File: config.mk
export PLATFORM = sky130hd
export DESIGN_NAME = square_wave_presence_qualifier_flat
export DESIGN_NICKNAME = d
export VERILOG_FILES = /design/src/hdl/swpq_pkg.sv /design/src/hdl/swpq_in_if.sv /design/src/hdl/swpq_out_if.sv /design/src/hdl/swpq_ctrl.sv /design/src/hdl/swpq_datapath.sv /design/src/hdl/square_wave_presence_qualifier.sv /design/src/flat_wrapper.sv
export SDC_FILE = /design/constraint.sdc
export NUM_CORES = 2
export LEC_CHECK = 0
export BUFFER_PORTS_ARGS = -buffer_cell sky130_fd_sc_hd__buf_2
export CAP_MARGIN = 20
export CELL_PAD_IN_SITES_DETAIL_PLACEMENT = 1
export CELL_PAD_IN_SITES_GLOBAL_PLACEMENT = 1
export CORE_AREA = 2 2 380 382
export DETAILED_ROUTE_END_ITERATION = 16
export DIE_AREA = 0 0 382 384
export GPL_TIMING_DRIVEN = 0
export PLACE_DENSITY_LB_ADDON = 0.1
export SYNTH_ARGS = -nofsm -noshare
export SYNTH_HDL_FRONTEND = slang
export SYNTH_SLANG_ARGS = --single-unit
export TNS_END_PERCENT = 100
File: constraint.sdc
create_clock -name clk -period 15.5 [get_ports clk]
set_clock_uncertainty 0.1 [all_clocks]
set_input_delay 0 -clock clk [delete_from_list [all_inputs] [get_ports clk]]
set_output_delay 0 -clock clk [all_outputs]
set_load 0.03 [all_outputs]
File: src/hdl/swpq_pkg.sv
`timescale 1ns / 1ps
// ----------------------------------------------------------------------------
// swpq_pkg: shared types and constants of the square-wave presence qualifier
// request codes, checker steps, edge kinds, register indexes and the
// command bundle from the controller to the datapath
// ----------------------------------------------------------------------------
package swpq_pkg;

	// parameter defaults
	localparam int CHANNELS_DEF   = 4;
	localparam int STAMP_BITS_DEF = 16;

	// field widths
	localparam int REQ_W      = 2;
	localparam int CH_W       = 2;
	localparam int TS_W       = 16;
	localparam int FLAG_W     = 4;
	localparam int TP_W       = 16;
	localparam int WID_W      = 32;
	localparam int CNT_W      = 16;
	localparam int OVF_W      = 13;
	localparam int MASK_W     = 4;
	localparam int CFG_IDX_W  = 3;
	localparam int CFG_DATA_W = 32;
	localparam int PROD_W     = TP_W + OVF_W;
	localparam int FACTOR_W   = 6;

	// channels a poll can visit (active mask and result flags are four wide)
	localparam int POLL_MAX = 4;

	localparam logic [OVF_W-1:0]    OVF_LIMIT      = 13'd5000;
	localparam logic [FACTOR_W-1:0] SILENCE_FACTOR = 6'd35;

	// request codes
	localparam logic [REQ_W-1:0] REQ_TICK    = 2'd0;
	localparam logic [REQ_W-1:0] REQ_CAPTURE = 2'd1;
	localparam logic [REQ_W-1:0] REQ_POLL    = 2'd2;

	// edge kinds
	localparam logic [1:0] KIND_NONE = 2'd0;
	localparam logic [1:0] KIND_FALL = 2'd1;
	localparam logic [1:0] KIND_RISE = 2'd2;
	localparam logic [1:0] KIND_MASK = 2'h3;

	// register indexes
	localparam logic [CFG_IDX_W-1:0] CFG_TIMER_PERIOD   = 3'd0;
	localparam logic [CFG_IDX_W-1:0] CFG_WIDTH_MIN      = 3'd1;
	localparam logic [CFG_IDX_W-1:0] CFG_WIDTH_MAX      = 3'd2;
	localparam logic [CFG_IDX_W-1:0] CFG_PERIODS_NEEDED = 3'd3;
	localparam logic [CFG_IDX_W-1:0] CFG_ACTIVE_MASK    = 3'd4;

	// register reset values
	localparam logic [TP_W-1:0]   TP_RESET   = 16'hFFFF;
	localparam logic [WID_W-1:0]  WMIN_RESET = 32'd0;
	localparam logic [WID_W-1:0]  WMAX_RESET = 32'd65535;
	localparam logic [CNT_W-1:0]  PN_RESET   = 16'd16;
	localparam logic [MASK_W-1:0] MASK_RESET = 4'd0;

	typedef enum logic [1:0] {
		STEP_RESTART = 2'd0,
		STEP_CLEAR   = 2'd1,
		STEP_HIGH    = 2'd2,
		STEP_LOW     = 2'd3
	} step_t;

	typedef enum logic [1:0] {
		ST_IDLE   = 2'd0,
		ST_MUL    = 2'd1,
		ST_UPD    = 2'd2,
		ST_RESULT = 2'd3
	} state_t;

	typedef struct packed {
		logic            tick;
		logic            capture;
		logic            poll_start;
		logic            mul;
		logic            upd;
		logic            result_load;
		logic [CH_W-1:0] ch;
	} swpq_cmd_t;

endpackage

File: src/hdl/swpq_in_if.sv
`timescale 1ns / 1ps
// ----------------------------------------------------------------------------
// swpq_in_if: request channel
// valid/ready handshake carrying one event request
// ----------------------------------------------------------------------------
interface swpq_in_if;
	import swpq_pkg::*;

	logic              valid;
	logic              ready;
	logic [REQ_W-1:0]  req_type;
	logic [CH_W-1:0]   channel;
	logic [TS_W-1:0]   timestamp;

	modport source (output valid, output req_type, output channel, output timestamp,
		input ready);
	modport sink (input valid, input req_type, input channel, input timestamp,
		output ready);
endinterface

File: src/hdl/swpq_out_if.sv
`timescale 1ns / 1ps
// ----------------------------------------------------------------------------
// swpq_out_if: result channel
// valid/ready handshake carrying the per-channel flags
// ----------------------------------------------------------------------------
interface swpq_out_if;
	import swpq_pkg::*;

	logic              valid;
	logic              ready;
	logic [FLAG_W-1:0] pass_mask;
	logic [FLAG_W-1:0] edge_rising_next;

	modport source (output valid, output pass_mask, output edge_rising_next, input ready);
	modport sink (input valid, input pass_mask, input edge_rising_next, output ready);
endinterface

File: src/hdl/swpq_ctrl.sv
`timescale 1ns / 1ps
// ----------------------------------------------------------------------------
// swpq_ctrl: request sequencer
// accepts requests, walks the poll over the channels and owns result valid
// ----------------------------------------------------------------------------
module swpq_ctrl #(
	parameter int CHANNELS = swpq_pkg::CHANNELS_DEF
) (
	input  logic                         clk,
	input  logic                         arst_n,
	input  logic                         in_valid,
	input  logic [swpq_pkg::REQ_W-1:0]   in_req_type,
	output logic                         in_ready,
	output logic                         out_valid,
	input  logic                         out_ready,
	output swpq_pkg::swpq_cmd_t          cmd
);
	import swpq_pkg::*;

	localparam int NPOLL = (CHANNELS < POLL_MAX) ? CHANNELS : POLL_MAX;
	localparam logic [CH_W-1:0] LAST_CH = CH_W'(NPOLL - 1);

	state_t          state_q, state_d;
	logic [CH_W-1:0] ch_q, ch_d;
	logic            out_valid_q, out_valid_d;
	logic            accept;
	logic            slot_free;

	assign accept    = in_valid && in_ready;
	assign slot_free = !out_valid_q || out_ready;
	assign out_valid = out_valid_q;

	always_ff @(posedge clk or negedge arst_n) begin
		if (!arst_n) begin
			state_q     <= ST_IDLE;
			ch_q        <= '0;
			out_valid_q <= 1'b0;
		end else begin
			state_q     <= state_d;
			ch_q        <= ch_d;
			out_valid_q <= out_valid_d;
		end
	end

	always_comb begin
		state_d     = state_q;
		ch_d        = ch_q;
		in_ready    = 1'b0;
		out_valid_d = out_valid_q && !out_ready;
		cmd         = '0;
		cmd.ch      = ch_q;
		unique case (state_q)
			ST_IDLE: begin
				in_ready = 1'b1;
				if (accept) begin
					unique case (in_req_type)
						REQ_TICK: begin
							cmd.tick = 1'b1;
							state_d  = ST_RESULT;
						end
						REQ_CAPTURE: begin
							cmd.capture = 1'b1;
							state_d     = ST_RESULT;
						end
						REQ_POLL: begin
							cmd.poll_start = 1'b1;
							ch_d           = '0;
							state_d        = ST_MUL;
						end
						default: state_d = ST_RESULT;
					endcase
				end
			end
			ST_MUL: begin
				cmd.mul = 1'b1;
				state_d = ST_UPD;
			end
			ST_UPD: begin
				cmd.upd = 1'b1;
				if (ch_q == LAST_CH) begin
					state_d = ST_RESULT;
				end else begin
					ch_d    = ch_q + 1'b1;
					state_d = ST_MUL;
				end
			end
			ST_RESULT: begin
				if (slot_free) begin
					cmd.result_load = 1'b1;
					out_valid_d     = 1'b1;
					state_d         = ST_IDLE;
				end
			end
			default: state_d = ST_IDLE;
		endcase
	end

	a_load_into_free_slot: assert property (@(posedge clk) disable iff (!arst_n)
		cmd.result_load |-> (!out_valid_q || out_ready))
		else $error("result overwrote an unread result");

	a_poll_in_range: assert property (@(posedge clk) disable iff (!arst_n)
		(state_q == ST_MUL || state_q == ST_UPD) |-> (ch_q <= LAST_CH))
		else $error("poll channel out of range");

	a_last_upd_to_result: assert property (@(posedge clk) disable iff (!arst_n)
		(state_q == ST_UPD && ch_q == LAST_CH) |=> (state_q == ST_RESULT))
		else $error("poll did not finish after last channel");

	a_mul_then_upd: assert property (@(posedge clk) disable iff (!arst_n)
		(state_q == ST_MUL) |=> (state_q == ST_UPD && $stable(ch_q)))
		else $error("product stage not followed by update of same channel");
endmodule

File: src/hdl/swpq_datapath.sv
`timescale 1ns / 1ps
// ----------------------------------------------------------------------------
// swpq_datapath: channel state, width arithmetic and result register
// holds per-channel checker state, config registers and the output flags
// ----------------------------------------------------------------------------
module swpq_datapath #(
	parameter int CHANNELS   = swpq_pkg::CHANNELS_DEF,
	parameter int STAMP_BITS = swpq_pkg::STAMP_BITS_DEF
) (
	input  logic                              clk,
	input  logic                              arst_n,
	input  swpq_pkg::swpq_cmd_t               cmd,
	input  logic [swpq_pkg::CH_W-1:0]         channel,
	input  logic [swpq_pkg::TS_W-1:0]         timestamp,
	input  logic                              cfg_wr_en,
	input  logic [swpq_pkg::CFG_IDX_W-1:0]    cfg_idx,
	input  logic [swpq_pkg::CFG_DATA_W-1:0]   cfg_data,
	output logic [swpq_pkg::FLAG_W-1:0]       pass_mask,
	output logic [swpq_pkg::FLAG_W-1:0]       edge_rising_next
);
	import swpq_pkg::*;

	localparam int NPOLL = (CHANNELS < POLL_MAX) ? CHANNELS : POLL_MAX;

	// config registers
	logic [TP_W-1:0]   tp_q;
	logic [WID_W-1:0]  wmin_q;
	logic [WID_W-1:0]  wmax_q;
	logic [CNT_W-1:0]  pn_q;
	logic [MASK_W-1:0] mask_q;

	// per-channel state
	logic [STAMP_BITS-1:0] rise_q [CHANNELS];
	logic [STAMP_BITS-1:0] fall_q [CHANNELS];
	logic [OVF_W-1:0]      ovf_cnt_q [CHANNELS];
	logic [OVF_W-1:0]      ovf_sav_q [CHANNELS];
	logic [1:0]            kind_q [CHANNELS];
	step_t                 step_q [CHANNELS];
	logic [CNT_W-1:0]      good_q [CHANNELS];
	logic [WID_W-1:0]      lw_q [CHANNELS];
	logic [CHANNELS-1:0]   expect_q;
	logic [CHANNELS-1:0]   pass_q;

	logic [STAMP_BITS-1:0] ts_q;
	logic [STAMP_BITS-1:0] ts_in;
	logic [WID_W-1:0]      ts_wide;

	// product stage
	logic [PROD_W-1:0] live_prod_s1;
	logic [PROD_W-1:0] sav_prod_s1;
	logic [WID_W-1:0]  lw35_s1;

	// selected channel
	logic [CHANNELS-1:0]   hit;
	logic [CHANNELS-1:0]   upd_hit;
	logic [STAMP_BITS-1:0] rise_sel, fall_sel, lo_sel;
	logic [OVF_W-1:0]      ovf_cnt_sel, ovf_sav_sel;
	logic [WID_W-1:0]      lw_sel;

	logic [WID_W-1:0] lo32, live, wh, wl;
	logic             silent, ok_h, ok_l;

	logic [FLAG_W-1:0] pass_mask_q, edge_q;
	logic [FLAG_W-1:0] pass_vec, edge_vec;

	assign ts_wide = WID_W'(timestamp);
	assign ts_in   = ts_wide[STAMP_BITS-1:0];

	always_ff @(posedge clk or negedge arst_n) begin
		if (!arst_n) begin
			tp_q   <= TP_RESET;
			wmin_q <= WMIN_RESET;
			wmax_q <= WMAX_RESET;
			pn_q   <= PN_RESET;
			mask_q <= MASK_RESET;
		end else if (cfg_wr_en) begin
			unique case (cfg_idx)
				CFG_TIMER_PERIOD:   tp_q   <= cfg_data[TP_W-1:0];
				CFG_WIDTH_MIN:      wmin_q <= cfg_data[WID_W-1:0];
				CFG_WIDTH_MAX:      wmax_q <= cfg_data[WID_W-1:0];
				CFG_PERIODS_NEEDED: pn_q   <= cfg_data[CNT_W-1:0];
				CFG_ACTIVE_MASK:    mask_q <= cfg_data[MASK_W-1:0];
				default: ;
			endcase
		end
	end

	// channel hit by the poll walk, gated by the active mask
	always_comb begin
		for (int c = 0; c < CHANNELS; c++) begin
			hit[c]     = (c < NPOLL) && (WID_W'(cmd.ch) == c);
			upd_hit[c] = 1'b0;
			if (c < NPOLL) begin
				upd_hit[c] = hit[c] && mask_q[c % MASK_W];
			end
		end
	end

	always_comb begin
		rise_sel    = '0;
		fall_sel    = '0;
		ovf_cnt_sel = '0;
		ovf_sav_sel = '0;
		lw_sel      = '0;
		for (int c = 0; c < CHANNELS; c++) begin
			if (hit[c]) begin
				rise_sel    = rise_q[c];
				fall_sel    = fall_q[c];
				ovf_cnt_sel = ovf_cnt_q[c];
				ovf_sav_sel = ovf_sav_q[c];
				lw_sel      = lw_q[c];
			end
		end
	end

	always_ff @(posedge clk) begin
		if (cmd.poll_start) begin
			ts_q <= ts_in;
		end
		if (cmd.mul) begin
			live_prod_s1 <= tp_q * ovf_cnt_sel;
			sav_prod_s1  <= tp_q * ovf_sav_sel;
			lw35_s1      <= lw_sel * SILENCE_FACTOR;
		end
	end

	// width arithmetic, wrapping at 32 bits
	assign lo_sel = (rise_sel < fall_sel) ? rise_sel : fall_sel;
	assign lo32   = WID_W'(lo_sel);
	assign live   = (ovf_cnt_sel != '0) ? (WID_W'(live_prod_s1) - lo32)
		: (WID_W'(ts_q) - lo32);
	assign silent = (lw_sel != '0) && (live > lw35_s1);
	assign wh     = WID_W'(sav_prod_s1) + WID_W'(rise_sel) - WID_W'(fall_sel);
	assign wl     = WID_W'(sav_prod_s1) + WID_W'(fall_sel) - WID_W'(rise_sel);
	assign ok_h   = (wh > wmin_q) && (wh < wmax_q);
	assign ok_l   = (wl > wmin_q) && (wl < wmax_q);

	always_ff @(posedge clk or negedge arst_n) begin
		if (!arst_n) begin
			for (int c = 0; c < CHANNELS; c++) begin
				rise_q[c]    <= '0;
				fall_q[c]    <= '0;
				ovf_cnt_q[c] <= '0;
				ovf_sav_q[c] <= '0;
				kind_q[c]    <= KIND_NONE;
				step_q[c]    <= STEP_RESTART;
				good_q[c]    <= '0;
				lw_q[c]      <= '0;
			end
			expect_q <= '1;
			pass_q   <= '0;
		end else begin
			for (int c = 0; c < CHANNELS; c++) begin
				if (cmd.tick) begin
					ovf_cnt_q[c] <= (ovf_cnt_q[c] < OVF_LIMIT) ? ovf_cnt_q[c] + 1'b1 : '0;
				end
				if (cmd.capture && (WID_W'(channel) == c)) begin
					ovf_sav_q[c] <= ovf_cnt_q[c];
					ovf_cnt_q[c] <= '0;
					if (expect_q[c]) begin
						rise_q[c]   <= ts_in;
						kind_q[c]   <= KIND_RISE;
						expect_q[c] <= 1'b0;
					end else begin
						fall_q[c]   <= ts_in;
						kind_q[c]   <= KIND_FALL;
						expect_q[c] <= 1'b1;
					end
				end
				if (cmd.upd && upd_hit[c]) begin
					case (step_q[c])
						STEP_RESTART: begin
							step_q[c]   <= STEP_CLEAR;
							kind_q[c]   <= KIND_NONE;
							lw_q[c]     <= '0;
							expect_q[c] <= 1'b1;
						end
						STEP_CLEAR: begin
							good_q[c] <= '0;
							pass_q[c] <= 1'b0;
							step_q[c] <= STEP_HIGH;
						end
						STEP_HIGH: begin
							if ((kind_q[c] & KIND_MASK) == KIND_RISE) begin
								lw_q[c]   <= wh;
								kind_q[c] <= KIND_NONE;
								step_q[c] <= ok_h ? STEP_LOW : STEP_CLEAR;
							end else if (silent) begin
								step_q[c] <= STEP_RESTART;
							end
						end
						default: begin
							if ((kind_q[c] & KIND_MASK) == KIND_FALL) begin
								lw_q[c]   <= wl;
								kind_q[c] <= KIND_NONE;
								if (ok_l) begin
									step_q[c] <= STEP_HIGH;
									if (good_q[c] < pn_q) begin
										good_q[c] <= good_q[c] + 1'b1;
									end else begin
										pass_q[c] <= 1'b1;
									end
								end else begin
									step_q[c] <= STEP_CLEAR;
								end
							end else if (silent) begin
								step_q[c] <= STEP_RESTART;
							end
						end
					endcase
				end
			end
		end
	end

	// flags of the channels the result reports
	for (genvar b = 0; b < FLAG_W; b++) begin : g_flags
		if (b < CHANNELS) begin : g_used
			assign pass_vec[b] = pass_q[b];
			assign edge_vec[b] = expect_q[b];
		end else begin : g_unused
			assign pass_vec[b] = 1'b0;
			assign edge_vec[b] = 1'b0;
		end
	end

	always_ff @(posedge clk) begin
		if (cmd.result_load) begin
			pass_mask_q <= pass_vec;
			edge_q      <= edge_vec;
		end
	end

	assign pass_mask        = pass_mask_q;
	assign edge_rising_next = edge_q;

	a_cmd_exclusive: assert property (@(posedge clk) disable iff (!arst_n)
		$onehot0({cmd.tick, cmd.capture, cmd.poll_start, cmd.mul, cmd.upd, cmd.result_load}))
		else $error("datapath commands overlap");

	for (genvar c = 0; c < CHANNELS; c++) begin : g_chk
		a_ovf_bound: assert property (@(posedge clk) disable iff (!arst_n)
			ovf_cnt_q[c] <= OVF_LIMIT)
			else $error("overflow count past wrap limit");

		a_pass_hold: assert property (@(posedge clk) disable iff (!arst_n)
			($rose(pass_q[c])) |-> $past(cmd.upd))
			else $error("pass flag set outside a checker update");
	end
endmodule

File: src/hdl/square_wave_presence_qualifier.sv
`timescale 1ns / 1ps
// ----------------------------------------------------------------------------
// square_wave_presence_qualifier: four-channel square-wave qualifier
// tick, edge capture and poll requests drive per-channel width checkers
// ----------------------------------------------------------------------------
// tick, capture and unused requests go to the result state, which waits for a free output slot
// a poll runs multiply then update for each of min(CHANNELS, 4) channels, then the result state
// one request at a time: a request is accepted only while the sequencer is idle
// the poll walks the channels through one shared multiply stage and one update stage
// a new request is taken while the previous result still waits in the output register
// reset: async, active low; all channel state and config registers reset at once
module square_wave_presence_qualifier #(
	parameter int CHANNELS   = swpq_pkg::CHANNELS_DEF,
	parameter int STAMP_BITS = swpq_pkg::STAMP_BITS_DEF
) (
	input  logic                             clk,
	input  logic                             arst_n,
	swpq_in_if.sink                          in_ch,
	swpq_out_if.source                       out_ch,
	input  logic                             cfg_wr_en,
	input  logic [swpq_pkg::CFG_IDX_W-1:0]   cfg_idx,
	input  logic [swpq_pkg::CFG_DATA_W-1:0]  cfg_data
);
	import swpq_pkg::*;

	// command bundle from the sequencer to the datapath
	swpq_cmd_t cmd;

	// sequencer: request decode, poll walk over the channels, result valid
	swpq_ctrl #(
		.CHANNELS (CHANNELS)
	) u_ctrl (
		.clk         (clk),
		.arst_n      (arst_n),
		.in_valid    (in_ch.valid),
		.in_req_type (in_ch.req_type),
		.in_ready    (in_ch.ready),
		.out_valid   (out_ch.valid),
		.out_ready   (out_ch.ready),
		.cmd         (cmd)
	);

	// datapath: tick and capture land at the accept edge, poll runs per channel
	swpq_datapath #(
		.CHANNELS   (CHANNELS),
		.STAMP_BITS (STAMP_BITS)
	) u_dp (
		.clk              (clk),
		.arst_n           (arst_n),
		.cmd              (cmd),
		.channel          (in_ch.channel),
		.timestamp        (in_ch.timestamp),
		.cfg_wr_en        (cfg_wr_en),
		.cfg_idx          (cfg_idx),
		.cfg_data         (cfg_data),
		.pass_mask        (out_ch.pass_mask),
		.edge_rising_next (out_ch.edge_rising_next)
	);
endmodule
File: src/flat_wrapper.sv
// flat-port wrapper written by rule: the top's interface ports become plain ports
module square_wave_presence_qualifier_flat import swpq_pkg::*;
#(
	parameter int CHANNELS   = swpq_pkg::CHANNELS_DEF,
	parameter int STAMP_BITS = swpq_pkg::STAMP_BITS_DEF
)
  (clk, arst_n, cfg_wr_en, cfg_idx, cfg_data, in_ch_valid, in_ch_req_type, in_ch_channel, in_ch_timestamp, in_ch_ready, out_ch_valid, out_ch_pass_mask, out_ch_edge_rising_next, out_ch_ready);
  swpq_in_if in_ch_i ();
  swpq_out_if out_ch_i ();
  input  logic clk;
  input  logic arst_n;
  input  logic cfg_wr_en;
  input  logic [swpq_pkg::CFG_IDX_W-1:0] cfg_idx;
  input  logic [swpq_pkg::CFG_DATA_W-1:0] cfg_data;
  input wire logic [$bits(in_ch_i.valid)-1:0] in_ch_valid;
  input wire logic [$bits(in_ch_i.req_type)-1:0] in_ch_req_type;
  input wire logic [$bits(in_ch_i.channel)-1:0] in_ch_channel;
  input wire logic [$bits(in_ch_i.timestamp)-1:0] in_ch_timestamp;
  output wire logic [$bits(in_ch_i.ready)-1:0] in_ch_ready;
  output wire logic [$bits(out_ch_i.valid)-1:0] out_ch_valid;
  output wire logic [$bits(out_ch_i.pass_mask)-1:0] out_ch_pass_mask;
  output wire logic [$bits(out_ch_i.edge_rising_next)-1:0] out_ch_edge_rising_next;
  input wire logic [$bits(out_ch_i.ready)-1:0] out_ch_ready;
  assign in_ch_i.valid = in_ch_valid;
  assign in_ch_i.req_type = in_ch_req_type;
  assign in_ch_i.channel = in_ch_channel;
  assign in_ch_i.timestamp = in_ch_timestamp;
  assign in_ch_ready = in_ch_i.ready;
  assign out_ch_valid = out_ch_i.valid;
  assign out_ch_pass_mask = out_ch_i.pass_mask;
  assign out_ch_edge_rising_next = out_ch_i.edge_rising_next;
  assign out_ch_i.ready = out_ch_ready;
  square_wave_presence_qualifier #(.CHANNELS(CHANNELS), .STAMP_BITS(STAMP_BITS)) u_core (.clk(clk), .arst_n(arst_n), .in_ch(in_ch_i), .out_ch(out_ch_i), .cfg_wr_en(cfg_wr_en), .cfg_idx(cfg_idx), .cfg_data(cfg_data));
endmodule
==> results list <==
- The count of buffers added on input and output ports is 69.
- Headroom to the max-slew limit came out at 18.2%.
- Entering global routing, the biggest net connects 112 pins.
- Aggregate negative setup slack: 0 ns
* Chip Width: 382 um
- Critical path type: register to register
- Post-synthesis instance area: 0.0567 mm2
* Kind of capture point of the worst setup path: register
- Buffers & Inverters on Critical Path: 12
- The average instance in the mapped netlist occupies 8.99 um2.
- Sequential cell fraction of total power: 16.2%
* Number of buffers created by CTS: 85
- Counting along the longest clock path gives a buffer depth of 3.
- Cell internal power was estimated by the tool at 0.00751 W.
- The count of cells in the finished layout, fillers not included, comes to 8570.
* Net Sw Frac: 52.7%
* Wire length of the first global-routing pass: 317 mm
- The count of final max-slew check failures is 0.
- For this run, the leading register cell type out of synthesis is sky130_fd_sc_hd__dfrtp_1.
- At the end of routability-driven placement, the weighted congestion stood at 0.924.
- The first routing iteration left 3339 violations.
- Based on the critical path, the design can be clocked at up to 73.0 MHz.
- Top-area cell type share of the netlist area: 22.6%
* Clock insertion delay at the later pin of the skew report: 0.74 ns
- Die Y: 384 um
- Setup repair after global routing left no endpoint under its margin.
* Number of flops mapped to enable cells by yosys: 114
* Tmin final: 13.70 ns
- IR analysis of the VDD net gives a maximum drop of 0.197 mV.
* GRT Total Usage: 28.6%
- Of the total power, combinational logic draws 70.4%.
- CTS HTree Levels: 3
- Type of element launching the critical path: register
- The first detailed-routing pass ran for 6 iterations.
- The analysis attributes to net switching a power of 0.00837 W.
* Data required time at the worst endpoint: 16.02 ns
- Via Count: 47412
* Total gr overflow: 0
* Clock network power share: 13.4%
- In this run the remaining antenna-violating nets after routing total 0.
- Clock tree from TritonCTS: yes
- Root buffer cell: sky130_fd_sc_hd__clkbuf_16
* Design Power: 0.0159 W
- Total of fill cells in the finished design: 16627
- Hold Crit Class: input port to register
* FF+latch count, synth: 663
- Dividing the final minimum period by the clock period gives 88.4%.
- Timing analysis after detailed placement gives a worst setup slack of 1.93 ns.
- Starting Density: 39.7%
- Critical path arrival: 14.21 ns
- PwrDens: 249 mW/mm2
- After detailed routing, the average wire length per cell comes to 24.4 um.
* Outcome: finished clean
* Number of maximum-capacitance violations: 0
* Post-Synthesis Net Count: 7308
* Top Family by Delay on Critical Path: buffers and inverters
- Largest cells by area after synthesis: sky130_fd_sc_hd__dfrtp_1 23%, sky130_fd_sc_hd__fa_1 13%, sky130_fd_sc_hd__ha_1 13%
- Number of placement rows: 139
- The final-report hold violation count is 0.
- Setup violations remaining at the end of the flow were counted as 0.
* Share of synthesized area occupied by flip-flops and latches: 30.4%
- Cells with a size suffix above 1 make up 7.83% of the layout.
* Clock-pin slew on the worst setup and hold paths: 0.06 ns
- DRC violation count after routing: 0
* Total routed wirelength: 209 mm
- For this design, the slowest cell found on the critical path is sky130_fd_sc_hd__a311oi_2.
* Post-Syn Instances: 6305
- # nets final: 7596
- Number of top-level design ports: 70
- For this design the static power due to leakage is 31.2 nW.
* Placed cell count: 8305
* Post-DP HPWL: 166 mm
- The number of global-route vias before repair was 49943.
- Area of the core: 0.143 mm2
- Among the stages of the critical path, the cell type that occurs most often is sky130_fd_sc_hd__a21oi_1.
* Async set or reset register ratio after synthesis: 82.8%
- Counting every sink on the clock net gives 663.
- Floorplan die area: 0.147 mm2
- Of all cell types, the one taking the most synthesized area is sky130_fd_sc_hd__dfrtp_1.
* Vias per inst: 5.53
- In this run, distinct cell masters in the synthesized netlist total 97.
- Delay of the slowest cell on the worst path: 0.87 ns
- Yosys printed 0 warnings.
- Area delta synth->final: 12.6%
- The initial antenna violation count came to 17.
* Crit path max fanout: 10
* Min setup slack post-route: 1.81 ns
- Slew at the pin with the worst max-slew slack: 1.22 ns
power groups by stage:
stage | Sequential [W] | Clock [W] | Combinational [W]
after floorplan | 0.00247 | 0 | 0.00728
after global placement | 0.00261 | 0 | 0.0106
after detailed placement | 0.00260 | 0 | 0.0110
after CTS | 0.00257 | 0.00216 | 0.0111
after global routing | 0.00262 | 0.00222 | 0.0123
final | 0.00258 | 0.00212 | 0.0112
path summary, 6_finish.rpt:
path	from	to	slack, ns	cells after the start
worst max-delay path	u_core.u_ctrl.ch_q[0]	u_core.u_dp.good_q[63]	1.81	41
worst min-delay path	cfg_data[8]	u_core.u_dp.wmax_q[8]	0.06	4
worst max register to register	u_core.u_ctrl.ch_q[0]	u_core.u_dp.good_q[63]	1.81	41
worst min register to register	u_core.u_dp.pass_q[0]	u_core.u_dp.pass_mask[0]	0.35	0
max in group asynchronous	arst_n	u_core.u_dp.rise_q[59]	13.37	6
min in group asynchronous	arst_n	u_core.u_dp.tp_q[14]	0.38	3
state kept, by name, summed over array words and instances (netlist names), 8 cells and up:
| signal | cells |
|---|---|
| u_core.u_dp.lw_q | 124 |
| u_core.u_dp.fall_q | 64 |
| u_core.u_dp.good_q | 64 |
| u_core.u_dp.rise_q | 64 |
| u_core.u_dp.ovf_cnt_q | 52 |
| u_core.u_dp.ovf_sav_q | 52 |
| u_core.u_dp.lw35_s1 | 32 |
| u_core.u_dp.wmax_q | 32 |
| u_core.u_dp.wmin_q | 32 |
| u_core.u_dp.live_prod_s1 | 29 |
| u_core.u_dp.sav_prod_s1 | 29 |
| u_core.u_dp.pn_q | 16 |
| u_core.u_dp.tp_q | 16 |
| u_core.u_dp.ts_q | 16 |
| u_core.u_dp.kind_q | 8 |
| u_core.u_dp.step_q | 8 |
cells in the final DEF (no fill, tap or decap), types with 145 or more instances in the layout:
cell	count
sky130_fd_sc_hd__nand2_1	886
sky130_fd_sc_hd__inv_1	750
sky130_fd_sc_hd__ha_1	575
sky130_fd_sc_hd__o21ai_0	389
sky130_fd_sc_hd__fa_1	368
sky130_fd_sc_hd__a21oi_1	418
sky130_fd_sc_hd__dfrtp_1	512
sky130_fd_sc_hd__a22oi_1	145
sky130_fd_sc_hd__mux2_2	169
sky130_fd_sc_hd__clkbuf_1	241
sky130_fd_sc_hd__nor2_1	378
sky130_fd_sc_hd__nor2b_1	162
routing by layer:
layer	part of all wire [%]	GRT usage, %
met5	0.010	0
met1	45	39.1
met2	47	47.4
met4	2.9	8.34
met3	5.0	3.77
through the flow:
step / instance area (um2) / utilization [%] / hold slack [ns]
final: 63800 / 44.7 / 0.0615
after global routing: 63800 / 44.7 / 0.0676
after CTS: 63800 / 44.6 / 0.00411
after detailed placement: 59800 / 41.9 / -0.0842
after global placement: 59400 / 41.6 / 0.121
after floorplan: 56700 / - / -0.396
timing repair:
item / CTS / global route
endpoints found under the hold margin: 644 / 0
gates resized for setup: 0 / 0
hold buffers: 97 / 0
buffers inserted: 0 / 0
setup endpoints to repair: 0 / 0
cells in the mapped netlist, types with 7 or more instances:
library cell / number
sky130_fd_sc_hd__o21a_1: 46
sky130_fd_sc_hd__dfrtp_1: 512
sky130_fd_sc_hd__o211ai_1: 14
sky130_fd_sc_hd__nand2_1: 886
sky130_fd_sc_hd__nor3_1: 52
sky130_fd_sc_hd__edfxtp_1: 114
sky130_fd_sc_hd__o21ai_1: 40
sky130_fd_sc_hd__nand2b_1: 52
sky130_fd_sc_hd__or3_1: 47
sky130_fd_sc_hd__a21oi_1: 418
sky130_fd_sc_hd__a221o_1: 8
sky130_fd_sc_hd__dfstp_2: 37
sky130_fd_sc_hd__mux2_2: 169
sky130_fd_sc_hd__and3_1: 51
sky130_fd_sc_hd__and2_1: 49
sky130_fd_sc_hd__or4_1: 15
sky130_fd_sc_hd__a22o_1: 14
sky130_fd_sc_hd__xnor2_1: 115
sky130_fd_sc_hd__nand4_1: 62
sky130_fd_sc_hd__clkbuf_1: 224
sky130_fd_sc_hd__nor2_1: 379
sky130_fd_sc_hd__ha_1: 575
sky130_fd_sc_hd__a31oi_1: 31
sky130_fd_sc_hd__o31ai_1: 19
sky130_fd_sc_hd__o2111ai_1: 12
sky130_fd_sc_hd__buf_1: 45
sky130_fd_sc_hd__or2_2: 15
sky130_fd_sc_hd__inv_1: 750
sky130_fd_sc_hd__o221ai_1: 18
sky130_fd_sc_hd__o21bai_1: 22
sky130_fd_sc_hd__buf_2: 16
sky130_fd_sc_hd__xor2_1: 69
sky130_fd_sc_hd__nor2b_1: 163
sky130_fd_sc_hd__a22oi_1: 145
sky130_fd_sc_hd__fa_1: 368
sky130_fd_sc_hd__a211oi_1: 14
sky130_fd_sc_hd__nor4_1: 11
sky130_fd_sc_hd__mux2i_1: 12
sky130_fd_sc_hd__o21ai_0: 389
sky130_fd_sc_hd__a21o_1: 137
sky130_fd_sc_hd__and4_1: 7
sky130_fd_sc_hd__nand3_1: 64
cell type report:
class,count,area (um2),area share (%)
Antenna cell,3,7.51,0.0118
Buffer,288,1120,1.75
Clock buffer,113,2340,3.67
Clock inverter,45,589,0.923
Inverter,754,2830,4.44
Multi-Input combinational cell,4600,35500,55.7
Sequential cell,663,17200,27.0
Tap cell,1903,2380,3.73
Timing Repair Buffer,201,1820,2.86
worst reg2reg max path, delay by kind of cell (launching register included):
family                     cells  cell delay (ns)
muxes                          1             0.14
DFF                            1             0.48
and+or+nand+nor                8             1.77
adders and majority gates      5             1.52
buffers and inverters         12             4.52
xor gates and xnor gates       1             0.65
AOI/OAI and AO/OA             14             4.44
logic make-up (layout without fill, tap and decap cells):
| group | count (synthesis) | in the layout | synth area share [%] |
|---|---|---|---|
| compound gates | 1412 | 1412 | 15.4 |
| other cells | 0 | 3 | 0 |
| buf+inv | 1042 | 1401 | 6.97 |
| fa+ha+maj | 950 | 950 | 25.8 |
| flops | 663 | 663 | 30.4 |
| xor+xnor | 184 | 184 | 2.84 |
| mux | 181 | 181 | 3.57 |
| simple gates | 1873 | 1873 | 15.0 |
(Power assumes the default switching activity.)
